--- config.mk ---
export PLATFORM = sky130hd
export DESIGN_NAME = osvf_coef
export DESIGN_NICKNAME = d
export VERILOG_FILES = /design/src/design/osvf_pkg.sv /design/src/design/osvf_coef.sv
export SDC_FILE = /design/constraint.sdc
export NUM_CORES = 2
export LEC_CHECK = 0
export BUFFER_PORTS_ARGS = -buffer_cell sky130_fd_sc_hd__buf_2
export CORE_ASPECT_RATIO = 1.25
export CORE_MARGIN = 2
export CORE_UTILIZATION = 50
export CTS_BUF_LIST = sky130_fd_sc_hd__clkbuf_8 sky130_fd_sc_hd__clkbuf_16
export DETAILED_ROUTE_END_ITERATION = 8
export GPL_TIMING_DRIVEN = 0
export PLACE_DENSITY = 0.66
export SYNTH_ARGS = -nofsm -noshare
export SYNTH_HDL_FRONTEND = slang
export SYNTH_SLANG_ARGS = --single-unit
--- constraint.sdc ---
create_clock -name clk_i -period 30.7 [get_ports clk_i]
set_clock_uncertainty 0.2 [all_clocks]
set_input_delay 6.14 -clock clk_i [delete_from_list [all_inputs] [get_ports clk_i]]
set_output_delay 6.14 -clock clk_i [all_outputs]
set_load 0.1 [all_outputs]
--- src/design/osvf_pkg.sv ---
package osvf_pkg;

  // Sizes
  localparam int CHANNELS_DEF = 3;
  localparam int REG_CH       = 3;

  // Coefficient constants (Q0.24 and Q0.30)
  localparam logic [23:0] K_Q24       = 24'd8714969;
  localparam logic [29:0] INV6_Q30    = 30'd178956971;
  localparam logic [29:0] INV120_Q30  = 30'd8947849;
  localparam logic [29:0] INV5040_Q30 = 30'd213044;

  localparam logic [15:0] MIN_CUTOFF_RST = 16'd27;

  // Mode codes
  localparam logic [2:0] MODE_BYPASS = 3'd0;
  localparam logic [2:0] MODE_LOW    = 3'd1;
  localparam logic [2:0] MODE_HIGH   = 3'd2;
  localparam logic [2:0] MODE_BAND   = 3'd3;
  localparam logic [2:0] MODE_NOTCH  = 3'd4;

  // Register indexes
  localparam logic [2:0] REG_MODE0   = 3'd0;
  localparam logic [2:0] REG_MODE1   = 3'd1;
  localparam logic [2:0] REG_MODE2   = 3'd2;
  localparam logic [2:0] REG_RES0    = 3'd3;
  localparam logic [2:0] REG_RES1    = 3'd4;
  localparam logic [2:0] REG_RES2    = 3'd5;
  localparam logic [2:0] REG_MINCUT  = 3'd6;

  // Averaged filter outputs of one lane
  typedef struct packed {
    logic signed [31:0] lp;
    logic signed [31:0] hp;
    logic signed [31:0] bp;
  } lane_res_t;

  function automatic logic signed [31:0] sat32(input logic signed [34:0] v);
    logic signed [31:0] r;
    if (v > 35'sd2147483647) r = 32'sh7FFFFFFF;
    else if (v < -35'sd2147483648) r = 32'sh80000000;
    else r = v[31:0];
    return r;
  endfunction

  function automatic logic signed [23:0] sat24(input logic signed [32:0] v);
    logic signed [23:0] r;
    if (v > 33'sd8388607) r = 24'sh7FFFFF;
    else if (v < -33'sd8388608) r = 24'sh800000;
    else r = v[23:0];
    return r;
  endfunction

endpackage

--- src/design/osvf_coef.sv ---
module osvf_coef (
  input  logic        clk_i,
  input  logic        rst_ni,
  input  logic        start_i,
  input  logic [15:0] cut_i,
  output logic        done_o,
  output logic [16:0] coef_o
);
  import osvf_pkg::*;

  logic        busy_q;
  logic [3:0]  step_q;
  logic        done_q;
  logic [15:0] cut_q;
  logic [29:0] fx_q, fx2_q, fx3_q, fx5_q, fx7_q, t3_q, t5_q, t7_q;
  logic [16:0] coef_q;
  logic [29:0] op_a, op_b;
  logic [59:0] prod;
  logic [29:0] rnd0, rnd;
  logic [30:0] sum;
  logic [30:0] sum_r;

  // Operand select for the shared multiplier
  always_comb begin
    case (step_q)
      4'd0: begin op_a = {14'd0, cut_q}; op_b = {6'd0, K_Q24}; end
      4'd1: begin op_a = fx_q;  op_b = fx_q;        end
      4'd2: begin op_a = fx2_q; op_b = fx_q;        end
      4'd3: begin op_a = fx3_q; op_b = fx2_q;       end
      4'd4: begin op_a = fx3_q; op_b = INV6_Q30;    end
      4'd5: begin op_a = fx5_q; op_b = fx2_q;       end
      4'd6: begin op_a = fx5_q; op_b = INV120_Q30;  end
      4'd7: begin op_a = fx7_q; op_b = INV5040_Q30; end
      default: begin op_a = '0; op_b = '0; end
    endcase
  end

  assign prod  = op_a * op_b;
  assign rnd0  = 30'((prod + 60'd512) >> 10);
  assign rnd   = 30'((prod + 60'd536870912) >> 30);
  assign sum   = {1'b0, fx_q} - {1'b0, t3_q} + {1'b0, t5_q} - {1'b0, t7_q};
  assign sum_r = sum + 31'd4096;

  // Step sequencer
  always_ff @(posedge clk_i or negedge rst_ni) begin
    if (!rst_ni) begin
      busy_q <= 1'b0;
      step_q <= '0;
      done_q <= 1'b0;
    end else begin
      done_q <= 1'b0;
      if (start_i) begin
        busy_q <= 1'b1;
        step_q <= '0;
      end else if (busy_q) begin
        if (step_q == 4'd8) begin
          busy_q <= 1'b0;
          done_q <= 1'b1;
        end
        step_q <= step_q + 4'd1;
      end
    end
  end

  // Product registers
  always_ff @(posedge clk_i) begin
    if (start_i) cut_q <= cut_i;
    if (busy_q) begin
      case (step_q)
        4'd0: fx_q  <= rnd0;
        4'd1: fx2_q <= rnd;
        4'd2: fx3_q <= rnd;
        4'd3: fx5_q <= rnd;
        4'd4: t3_q  <= rnd;
        4'd5: fx7_q <= rnd;
        4'd6: t5_q  <= rnd;
        4'd7: t7_q  <= rnd;
        4'd8: coef_q <= sum_r[29:13];
        default: ;
      endcase
    end
  end

  assign done_o = done_q;
  assign coef_o = coef_q;

endmodule

==> flow_metrics.tcl <==
set metrics [dict create \
    antenna_found_initial 4 \
    cts_buffers 26 \
    post-route-drc-count 0 \
    syn_to_final_growth_pct 6.37 \
    hold_viol 0 \
    syn_inst 4352 \
    hold_class "reg -> reg" \
    clkTransAtPathRegs_ns 0.06 \
    post_cts_buffers 0 \
    coreArea_sq_um 84300 \
    period_needed_ns 15.01 \
    crit_buf_inv 9 \
    yosys_warnings 0 \
    cpPeakStageDelay_ns 0.86 \
    cts_tree "yes" \
    cp.required_ns 30.69 \
    drive_gt1_frac 0.0330 \
    setup-tns-final_ns 0 \
    timing.hold.ws_ns 0.435 \
    drtAntennaViolNets 0 \
    worst-path-max-fanout 10 \
    netlist_area_sq_um 42500 \
    die-area_sq_um 87400 \
    critical_path.most_common_cell "fa_1" \
    finalSetupViolCount 0 \
    finalNetCount 5596 \
    grt_pass1_wl_mm 224 \
    synth-seq-area-share 0.196 \
    io_buffers 36 \
    drtIter0Drc 3323 \
    ios 37 \
    track_usage 0.357 \
    ys_types 87 \
    fin_ws_ns 15.69 \
    post-place-cells 5495 \
    initial_core_util 0.505 \
    grt-ovfl-total 0 \
    cts_sinks 279 \
    fp.dieH_um 330 \
    avgSynthCellArea_sq_um 9.77 \
    gp_congestion 1.03 \
    slew_violations 3 \
    grt_max_degree 31 \
    min_period_over_period 0.489 \
    status "finished, violations left" \
    syn_nets 5512 \
    dp_slack_ns 15.91 \
    start_kind "flip-flop" \
    htree_levels 1 \
    ctsHoldBuffers 0 \
    first_global_vias 34300 \
    synth-async-reset-ratio 0.0215 \
    rows 119 \
    cts.repair.resized 0 \
    layout.cells.non_filler 5543 \
    arrival_ns 15.00 \
    synth_seq_cells 279 \
    relSlewSlack -0.0427 \
    violations "slew limit" \
    fmax_mhz 66.6 \
    rsz0062_at_grt "no" \
    synth_edf_count 273 \
    crit_family "adder cells" \
    yosys_most_used_dff "edfxtp_1" \
    cts_buffer_depth 3 \
    die_w_um 265 \
    maxCapViolCount 0 \
    firstDrtPassIters 6 \
    viasPerCell 5.90 \
    clk-insertion-delay-late_ns 0.55 \
    cp_slowest_cell "xnor2_1" \
    path_class "reg -> reg" \
    routed_wl_mm 151 \
    dr_total_vias 32700 \
    wl_per_cell_um 27.2 \
    crit_path_end_kind "flip-flop" \
    worst_pin_slew_ns 1.56 \
    dp_hpwl_mm 125 \
    cts_root_buffer "clkbuf_16" \
]
## worst register-to-register path: cells and delay by family (launching register included)
kind	cells	cell delay (ns)
DFF	1	0.43
and+or+nand+nor	9	2.33
buffers and inverters	9	3.03
muxes	1	0.15
AOI/OAI and AO/OA	8	2.81
adders and majority gates	10	4.84
xor gates and xnor gates	1	0.86
## path summary, 6_finish.rpt
check,startpoint,to,cells after the start,slack (ns)
worst min-delay path,step_q[0],step_q[0],2,0.44
max in group asynchronous,rst_ni,step_q[3],1,24.94
worst max-delay path,step_q[0],t5_q[29],38,15.69
worst max register to register,step_q[0],t5_q[29],38,15.69
worst min register to register,step_q[0],step_q[0],2,0.44
min in group asynchronous,rst_ni,busy_q,1,5.21
## stage by stage
step | instance area, sq um | utilization
after CTS | 45200 | 0.537
after floorplan | 42500 | -
final | 45200 | 0.537
after detailed placement | 44400 | 0.526
after global placement | 44100 | 0.523
after global routing | 45200 | 0.537
## synthesized netlist by cell type (21+ instances only)
master / count / area [sq um]
a21o_1: 46 / 345
nand3_1: 41 / 205
nand4_1: 27 / 169
edfxtp_1: 273 / 8200
ha_1: 306 / 3830
a22oi_1: 37 / 278
and3_1: 31 / 194
nor2_1: 551 / 2070
xnor2_1: 73 / 639
xor2_1: 47 / 412
inv_1: 877 / 3290
fa_1: 835 / 16700
and2_1: 21 / 131
nor3_1: 31 / 155
o21ai_0: 34 / 170
a21oi_1: 75 / 375
nand2_1: 560 / 2100
clkbuf_1: 195 / 732
## per-layer routing
layer  global-route usage  vias to the layer above  wire length [um]
met3               0.0644                      533             13900
met2                0.574                     1813             69300
met1                0.428                    16600             52900
li1                     -                    13700                 -
met5                    0                        -                27
met4                0.280                        4             14900
## sequential cells by signal, summed over array words and instances (netlist names), 4 cells and up
| register | cells |
|---|---|
| cut_q | 16 |
| fx5_q | 30 |
| fx3_q | 30 |
| coef_o | 17 |
| fx2_q | 30 |
| fx7_q | 30 |
| step_q | 4 |
| t7_q | 30 |
| t3_q | 30 |
| fx_q | 30 |
| t5_q | 30 |
## area by class of cell
cell class / instances / area, sq um
Multi-Input combinational cell: 2981 / 30200
Tap cell: 1089 / 1360
Sequential cell: 279 / 8350
Antenna cell: 2 / 5.00
Buffer: 215 / 821
Fill cell: 7652 / 39000
Timing Repair Buffer: 56 / 400
Clock inverter: 17 / 179
Inverter: 877 / 3290
Clock buffer: 27 / 676
## cell usage in the layout, fill, tap and decap left out, types with 13 or more instances in the layout
cell / n
and4_1: 17
buf_2: 44
nor2b_1: 15
nand2_1: 560
clkbuf_16: 27
nand4_1: 27
edfxtp_1: 273
nor2_1: 548
clkbuf_1: 195
a22oi_1: 37
buf_1: 13
a21oi_1: 75
and3_1: 28
o21ai_0: 34
fa_1: 835
ha_1: 306
a221oi_1: 14
xnor2_1: 73
a221o_1: 20
xor2_1: 47
nor3_1: 30
inv_1: 886
nand3_1: 41
o21a_1: 13
a21o_1: 46
and2_1: 19
a222oi_1: 16
## logic make-up after synthesis
kind of cell | Yosys count | synth area share
simple gates | 1352 | 0.135
flops | 279 | 0.196
fa+ha+maj | 1141 | 0.483
compound gates | 362 | 0.0631
mux | 4 | 0.000941
xor+xnor | 122 | 0.0255
buf+inv | 1092 | 0.0967
Power is left out: the tool's default activity adds up to more than one toggle a clock period on the data nets, which glitch-free logic cannot reach.
