$ cat config.mk
export PLATFORM = sky130hd
export DESIGN_NAME = osvf_lane
export DESIGN_NICKNAME = d
export VERILOG_FILES = /design/src/design/osvf_pkg.sv /design/src/design/osvf_div3.sv /design/src/design/osvf_lane.sv
export SDC_FILE = /design/constraint.sdc
export NUM_CORES = 2
export LEC_CHECK = 0
export ABC_CLOCK_PERIOD_IN_PS = 23200
export BUFFER_PORTS_ARGS = -buffer_cell sky130_fd_sc_hd__buf_2
export CAP_MARGIN = 10
export CORE_ASPECT_RATIO = 2
export CORE_MARGIN = 10
export CORE_UTILIZATION = 30
export DETAILED_ROUTE_END_ITERATION = 7
export PLACE_DENSITY = 0.51
export SETUP_SLACK_MARGIN = 0.2
export SLEW_MARGIN = 20
export SYNTH_ARGS = -nofsm -noshare
export SYNTH_HDL_FRONTEND = slang
export SYNTH_SLANG_ARGS = --single-unit
$ cat constraint.sdc
create_clock -name clk_i -period 23.2 [get_ports clk_i]
set_input_delay 3.48 -clock clk_i [delete_from_list [all_inputs] [get_ports clk_i]]
set_output_delay 3.48 -clock clk_i [all_outputs]
set_load 0.01 [all_outputs]
$ cat src/design/osvf_pkg.sv
package osvf_pkg;

  // Sizes
  localparam int CHANNELS_DEF = 3;
  localparam int REG_CH       = 3;

  // Coefficient constants (Q0.24 and Q0.30)
  localparam logic [23:0] K_Q24       = 24'd8714969;
  localparam logic [29:0] INV6_Q30    = 30'd178956971;
  localparam logic [29:0] INV120_Q30  = 30'd8947849;
  localparam logic [29:0] INV5040_Q30 = 30'd213044;

  localparam logic [15:0] MIN_CUTOFF_RST = 16'd27;

  // Mode codes
  localparam logic [2:0] MODE_BYPASS = 3'd0;
  localparam logic [2:0] MODE_LOW    = 3'd1;
  localparam logic [2:0] MODE_HIGH   = 3'd2;
  localparam logic [2:0] MODE_BAND   = 3'd3;
  localparam logic [2:0] MODE_NOTCH  = 3'd4;

  // Register indexes
  localparam logic [2:0] REG_MODE0   = 3'd0;
  localparam logic [2:0] REG_MODE1   = 3'd1;
  localparam logic [2:0] REG_MODE2   = 3'd2;
  localparam logic [2:0] REG_RES0    = 3'd3;
  localparam logic [2:0] REG_RES1    = 3'd4;
  localparam logic [2:0] REG_RES2    = 3'd5;
  localparam logic [2:0] REG_MINCUT  = 3'd6;

  // Averaged filter outputs of one lane
  typedef struct packed {
    logic signed [31:0] lp;
    logic signed [31:0] hp;
    logic signed [31:0] bp;
  } lane_res_t;

  function automatic logic signed [31:0] sat32(input logic signed [34:0] v);
    logic signed [31:0] r;
    if (v > 35'sd2147483647) r = 32'sh7FFFFFFF;
    else if (v < -35'sd2147483648) r = 32'sh80000000;
    else r = v[31:0];
    return r;
  endfunction

  function automatic logic signed [23:0] sat24(input logic signed [32:0] v);
    logic signed [23:0] r;
    if (v > 33'sd8388607) r = 24'sh7FFFFF;
    else if (v < -33'sd8388608) r = 24'sh800000;
    else r = v[23:0];
    return r;
  endfunction

endpackage

$ cat src/design/osvf_div3.sv
module osvf_div3 (
  input  logic        clk_i,
  input  logic        rst_ni,
  input  logic        start_i,
  input  logic [33:0] u_i,
  output logic        done_o,
  output logic [32:0] q_o
);

  logic        busy_q, done_q;
  logic [3:0]  cnt_q;
  logic [35:0] num_q, quo_q;
  logic [1:0]  rem_q;
  logic [5:0]  v;
  logic [10:0] vm;
  logic [3:0]  qd;
  logic [5:0]  rem_n;

  // One radix-16 digit per cycle; v < 48 so v*43>>7 equals v/3
  assign v     = {rem_q, num_q[35:32]};
  assign vm    = 11'(v) * 11'd43;
  assign qd    = vm[10:7];
  assign rem_n = v - 6'(qd) * 6'd3;

  always_ff @(posedge clk_i or negedge rst_ni) begin
    if (!rst_ni) begin
      busy_q <= 1'b0;
      done_q <= 1'b0;
      cnt_q  <= '0;
    end else begin
      done_q <= 1'b0;
      if (start_i) begin
        busy_q <= 1'b1;
        cnt_q  <= '0;
      end else if (busy_q) begin
        cnt_q <= cnt_q + 4'd1;
        if (cnt_q == 4'd8) begin
          busy_q <= 1'b0;
          done_q <= 1'b1;
        end
      end
    end
  end

  always_ff @(posedge clk_i) begin
    if (start_i) begin
      num_q <= {2'b00, u_i};
      rem_q <= '0;
    end else if (busy_q) begin
      num_q <= {num_q[31:0], 4'd0};
      quo_q <= {quo_q[31:0], qd};
      rem_q <= rem_n[1:0];
    end
  end

  assign done_o = done_q;
  assign q_o    = quo_q[32:0];

endmodule

$ cat src/design/osvf_lane.sv
module osvf_lane #(
  parameter int CHANNELS = osvf_pkg::CHANNELS_DEF,
  parameter int IDXW     = (CHANNELS > 1) ? $clog2(CHANNELS) : 1
) (
  input  logic                     clk_i,
  input  logic                     rst_ni,
  input  logic                     start_i,
  input  logic [IDXW-1:0]          ch_i,
  input  logic signed [23:0]       x_i,
  input  logic [16:0]              coef_i,
  input  logic [16:0]              damp_i,
  output logic                     done_o,
  output osvf_pkg::lane_res_t      res_o
);
  import osvf_pkg::*;

  logic signed [31:0] lp_st_q [CHANNELS];
  logic signed [31:0] bp_st_q [CHANNELS];

  logic               busy_q, div_start_q;
  logic [1:0]         phase_q, iter_q;
  logic [IDXW-1:0]    ch_q;
  logic signed [23:0] x_q;
  logic [16:0]        coef_q, damp_q;
  logic signed [31:0] lp_q, hp_q, bp_q;
  logic signed [33:0] slp_q, shp_q, sbp_q;

  logic [16:0]        mul_a;
  logic signed [31:0] mul_b;
  logic signed [49:0] prod, prod_r;
  logic signed [33:0] m;
  logic signed [31:0] lp_n, hp_n, bp_n;
  logic               last;

  // Shared multiplier: f*bp, damp*bp, f*hp in the three phases
  assign mul_a  = (phase_q == 2'd1) ? damp_q : coef_q;
  assign mul_b  = (phase_q == 2'd2) ? hp_q : bp_q;
  assign prod   = $signed({1'b0, mul_a}) * mul_b;
  assign prod_r = prod + 50'sd32768;
  assign m      = prod_r[49:16];

  assign lp_n = sat32(35'(lp_q) + 35'(m));
  assign hp_n = sat32(35'(x_q) - 35'(lp_q) - 35'(m));
  assign bp_n = sat32(35'(bp_q) + 35'(m));
  assign last = busy_q && (phase_q == 2'd2) && (iter_q == 2'd2);

  // Iteration control and state store
  always_ff @(posedge clk_i or negedge rst_ni) begin
    if (!rst_ni) begin
      busy_q      <= 1'b0;
      div_start_q <= 1'b0;
      phase_q     <= '0;
      iter_q      <= '0;
      for (int i = 0; i < CHANNELS; i++) begin
        lp_st_q[i] <= '0;
        bp_st_q[i] <= '0;
      end
    end else begin
      div_start_q <= last;
      if (start_i) begin
        busy_q  <= 1'b1;
        phase_q <= '0;
        iter_q  <= '0;
      end else if (busy_q) begin
        if (phase_q == 2'd2) begin
          phase_q <= '0;
          iter_q  <= iter_q + 2'd1;
        end else begin
          phase_q <= phase_q + 2'd1;
        end
        if (last) begin
          busy_q       <= 1'b0;
          lp_st_q[ch_q] <= lp_q;
          bp_st_q[ch_q] <= bp_n;
        end
      end
    end
  end

  // Working registers and running sums
  always_ff @(posedge clk_i) begin
    if (start_i) begin
      ch_q   <= ch_i;
      x_q    <= x_i;
      coef_q <= coef_i;
      damp_q <= damp_i;
      lp_q   <= lp_st_q[ch_i];
      bp_q   <= bp_st_q[ch_i];
      slp_q  <= '0;
      shp_q  <= '0;
      sbp_q  <= '0;
    end else if (busy_q) begin
      case (phase_q)
        2'd0: begin lp_q <= lp_n; slp_q <= slp_q + 34'(lp_n); end
        2'd1: begin hp_q <= hp_n; shp_q <= shp_q + 34'(hp_n); end
        default: begin bp_q <= bp_n; sbp_q <= sbp_q + 34'(bp_n); end
      endcase
    end
  end

  // Averages: floor((s+1)/3), biased to stay non-negative
  logic signed [35:0] ul, uh, ub;
  logic [32:0]        ql, qh, qb;
  logic               dl, dh, db;
  logic [32:0]        al, ah, ab;

  assign ul = 36'(slp_q) + 36'sd6442450945;
  assign uh = 36'(shp_q) + 36'sd6442450945;
  assign ub = 36'(sbp_q) + 36'sd6442450945;

  osvf_div3 u_div_lp (.clk_i, .rst_ni, .start_i(div_start_q), .u_i(ul[33:0]),
                      .done_o(dl), .q_o(ql));
  osvf_div3 u_div_hp (.clk_i, .rst_ni, .start_i(div_start_q), .u_i(uh[33:0]),
                      .done_o(dh), .q_o(qh));
  osvf_div3 u_div_bp (.clk_i, .rst_ni, .start_i(div_start_q), .u_i(ub[33:0]),
                      .done_o(db), .q_o(qb));

  assign al = ql - 33'd2147483648;
  assign ah = qh - 33'd2147483648;
  assign ab = qb - 33'd2147483648;

  assign done_o   = dl & dh & db;
  assign res_o.lp = al[31:0];
  assign res_o.hp = ah[31:0];
  assign res_o.bp = ab[31:0];

endmodule

==> metrics <==
die area 223,000 sq um; commonest cells in the netlist inv_1, nand2_1, nor2_1; H-tree lvl count 3; first-pass GRT wire length 311 mm; worst hold path type register to register; post-synth top area share 18.7%; max-slew violations 0; Vias/cell 4.91; Vias 45,700; reg-to-reg startpoint phase_q[1]; fraction of layout cells with a size suffix above 1 8.88%; FFs w/ async S/R, synth 31.6%; most frequent cell after synthesis inv_1; timing-limited maximum frequency 60.9 MHz; status finished with violations; failing checks design-rule violations; Routed WL 208 mm; WS Path Type register to register; Cell Area, Synth 61,100 sq um; IO Port Bufs 159; CP required 23.84 ns; Root Buffer clkbuf_16; synthesized area per cell 9.33 sq um; Num CTS Buffers 74; pin count of the biggest net entering global routing 95; worst-path maximum fanout 66; synthesis-to-layout area growth 10.1%; Critical Path Source Type register; clk_lat worst skew 0.72 ns; hold slack 0.434 ns; Yosys reg bits 684; CTS tree built; Final Util 33.2%; Sink Count 684; max_slew headroom 12.6%; CP peak stage delay 1.00 ns; I/O pins 160; Reg2Reg Depth 48; Core ar. 203,000 sq um; flop-to-flop setup slack 6.79 ns; Worst Hold Depth 0; register area 18,300 sq um; vias in the first global route 49,100; Most common cell on crit path fa_1; PostCTS Resize Cnt 0; wire length per cell 22.4 um; CP Capture Type register; Post-synth top flop edfxtp_1; antenna violations before repair 12; Endpoint, Worst Hold u_div_hp.quo_q[27]; clk_skew 0.0545 ns; synth unique cells 96; Die Ht 658 um; setup violators final 0; cells after synthesis 6,552; yosys warns 0; Placer Congestion 0.977; TNS Setup 0 ns; Clock Tree Buf Depth 3; Worst-Margin Slew 1.30 ns; # DRC 2; Synth area leader fa_1; DP HPWL 169 mm; Starting Density 30.1%; Worst Path Arrival 17.05 ns; drt pass-1 iters 8; Hold Buf Count CTS 0; Area contributors post-synth fa_1, edfxtp_1, ha_1; Initial DRC Count 2,262; Layout Cells excl Fill 9,314; Detail Route Antenna Nets 0; R2R Path End shp_q[32]; worst min-delay path startpoint u_div_hp.quo_q[23]; max-cap viol count 0; post-synthesis sequential area ratio 30.0%; fill count 20,900; CP max-delay cell o21ai_0; Die X 339 um; RSZ-0062 raised after global routing no; total gr overflow 0; cell count after placement 9,174; Clock transition at path regs 0.07 ns; Total GRT Usage 18.4%; Hold Violations, Final 0; Final min period 16.41 ns; Post-synth EDFFs 354; Cell Rows 234; fin crit share 70.7%; multi-input logic area 38,300 sq um; Post-CTS Repair Setup Buffers 0; Syn Nets 7,655; Final nets 7,640
-- per-stage QoR --
step / setup WS (ns) / cell area [sq um]
after detailed placement: 7.13 / 64600
after CTS: 7.03 / 67300
after floorplan: 10.02 / 61100
final: 6.79 / 67300
after global placement: 7.31 / 64600
after global routing: 6.24 / 67300
-- critical path, delay by kind of cell, from the launching register on --
kind | cells | cell delay, ns
compound gates | 24 | 6.49
buf+inv | 5 | 1.29
xor+xnor | 2 | 0.97
simple gates | 6 | 1.47
mux | 1 | 0.90
fa+ha+maj | 10 | 4.59
flops | 1 | 0.52
-- metal layers --
metal / up-vias / track usage [%] / wire, um
met3: 584 / 2.28 / 7120
met5: - / 0 / 46
met4: 6 / 15.2 / 20600
met2: 1048 / 36.0 / 114000
met1: 22700 / 16.7 / 66100
li1: 21400 / - / -
-- state kept, by name, summed over array words and instances, names as in the netlist, 34 cells and up --
signal / count
sbp_q: 34
shp_q: 34
u_div_hp.num_q: 36
u_div_bp.num_q: 36
bp_st_q: 96
u_div_lp.num_q: 36
lp_st_q: 96
slp_q: 34
-- worst max-delay path by stage --
stage,from,to,slack (ns)
final,phase_q[1],shp_q[32],6.79
after global routing,phase_q[1],shp_q[32],6.24
after CTS,phase_q[1],shp_q[32],7.03
after detailed placement,phase_q[1],shp_q[32],7.13
after global placement,phase_q[1],shp_q[32],7.31
after floorplan,phase_q[0],shp_q[32],10.02
-- cell families (layout without fill, tap and decap cells) --
group | count (synthesis) | after routing | share of synthesized area, %
multiplexers | 179 | 179 | 3.04
AND/OR/NAND/NOR | 1904 | 1904 | 13.3
adder cells (fa/ha/maj) | 1040 | 1040 | 28.3
other | 0 | 1 | 0
flip-flops | 684 | 684 | 30.0
XOR/XNOR | 339 | 339 | 4.89
AO/OA/AOI/OAI | 1227 | 1227 | 12.6
buffers and inverters | 1179 | 1226 | 7.95
-- layout make-up --
| cell class | instances | area share (%) |
|---|---|---|
| Antenna cell | 1 | 0.00372 |
| Clock buffer | 94 | 3.03 |
| Multi-Input combinational cell | 4689 | 56.8 |
| Sequential cell | 684 | 27.2 |
| Clock inverter | 44 | 0.918 |
| Tap cell | 2714 | 5.04 |
| Inverter | 831 | 4.63 |
| Timing Repair Buffer | 257 | 2.31 |
-- cell usage in the layout (no fill, tap or decap), drive strengths merged, types with 32 or more instances in the layout --
| cell type | instances |
|---|---|
| nand4 | 36 |
| mux2 | 54 |
| a211oi | 52 |
| ha | 469 |
| edfxtp | 354 |
| o21bai | 33 |
| clkbuf | 94 |
| nand3 | 86 |
| buf | 257 |
| nor3 | 45 |
| a21oi | 476 |
| inv | 841 |
| xnor2 | 205 |
| and2 | 32 |
| dfxtp | 114 |
| nor2 | 723 |
| a21o | 141 |
| o21a | 49 |
| and3 | 40 |
| nand2b | 48 |
| mux2i | 125 |
| nor2b | 49 |
| dfrtp | 216 |
| fa | 571 |
| o21ai | 292 |
| nand2 | 774 |
| o211ai | 38 |
| xor2 | 134 |
Power is left out: the tool's default activity adds up to more than one toggle a clock period on the data nets, which glitch-free logic cannot reach.
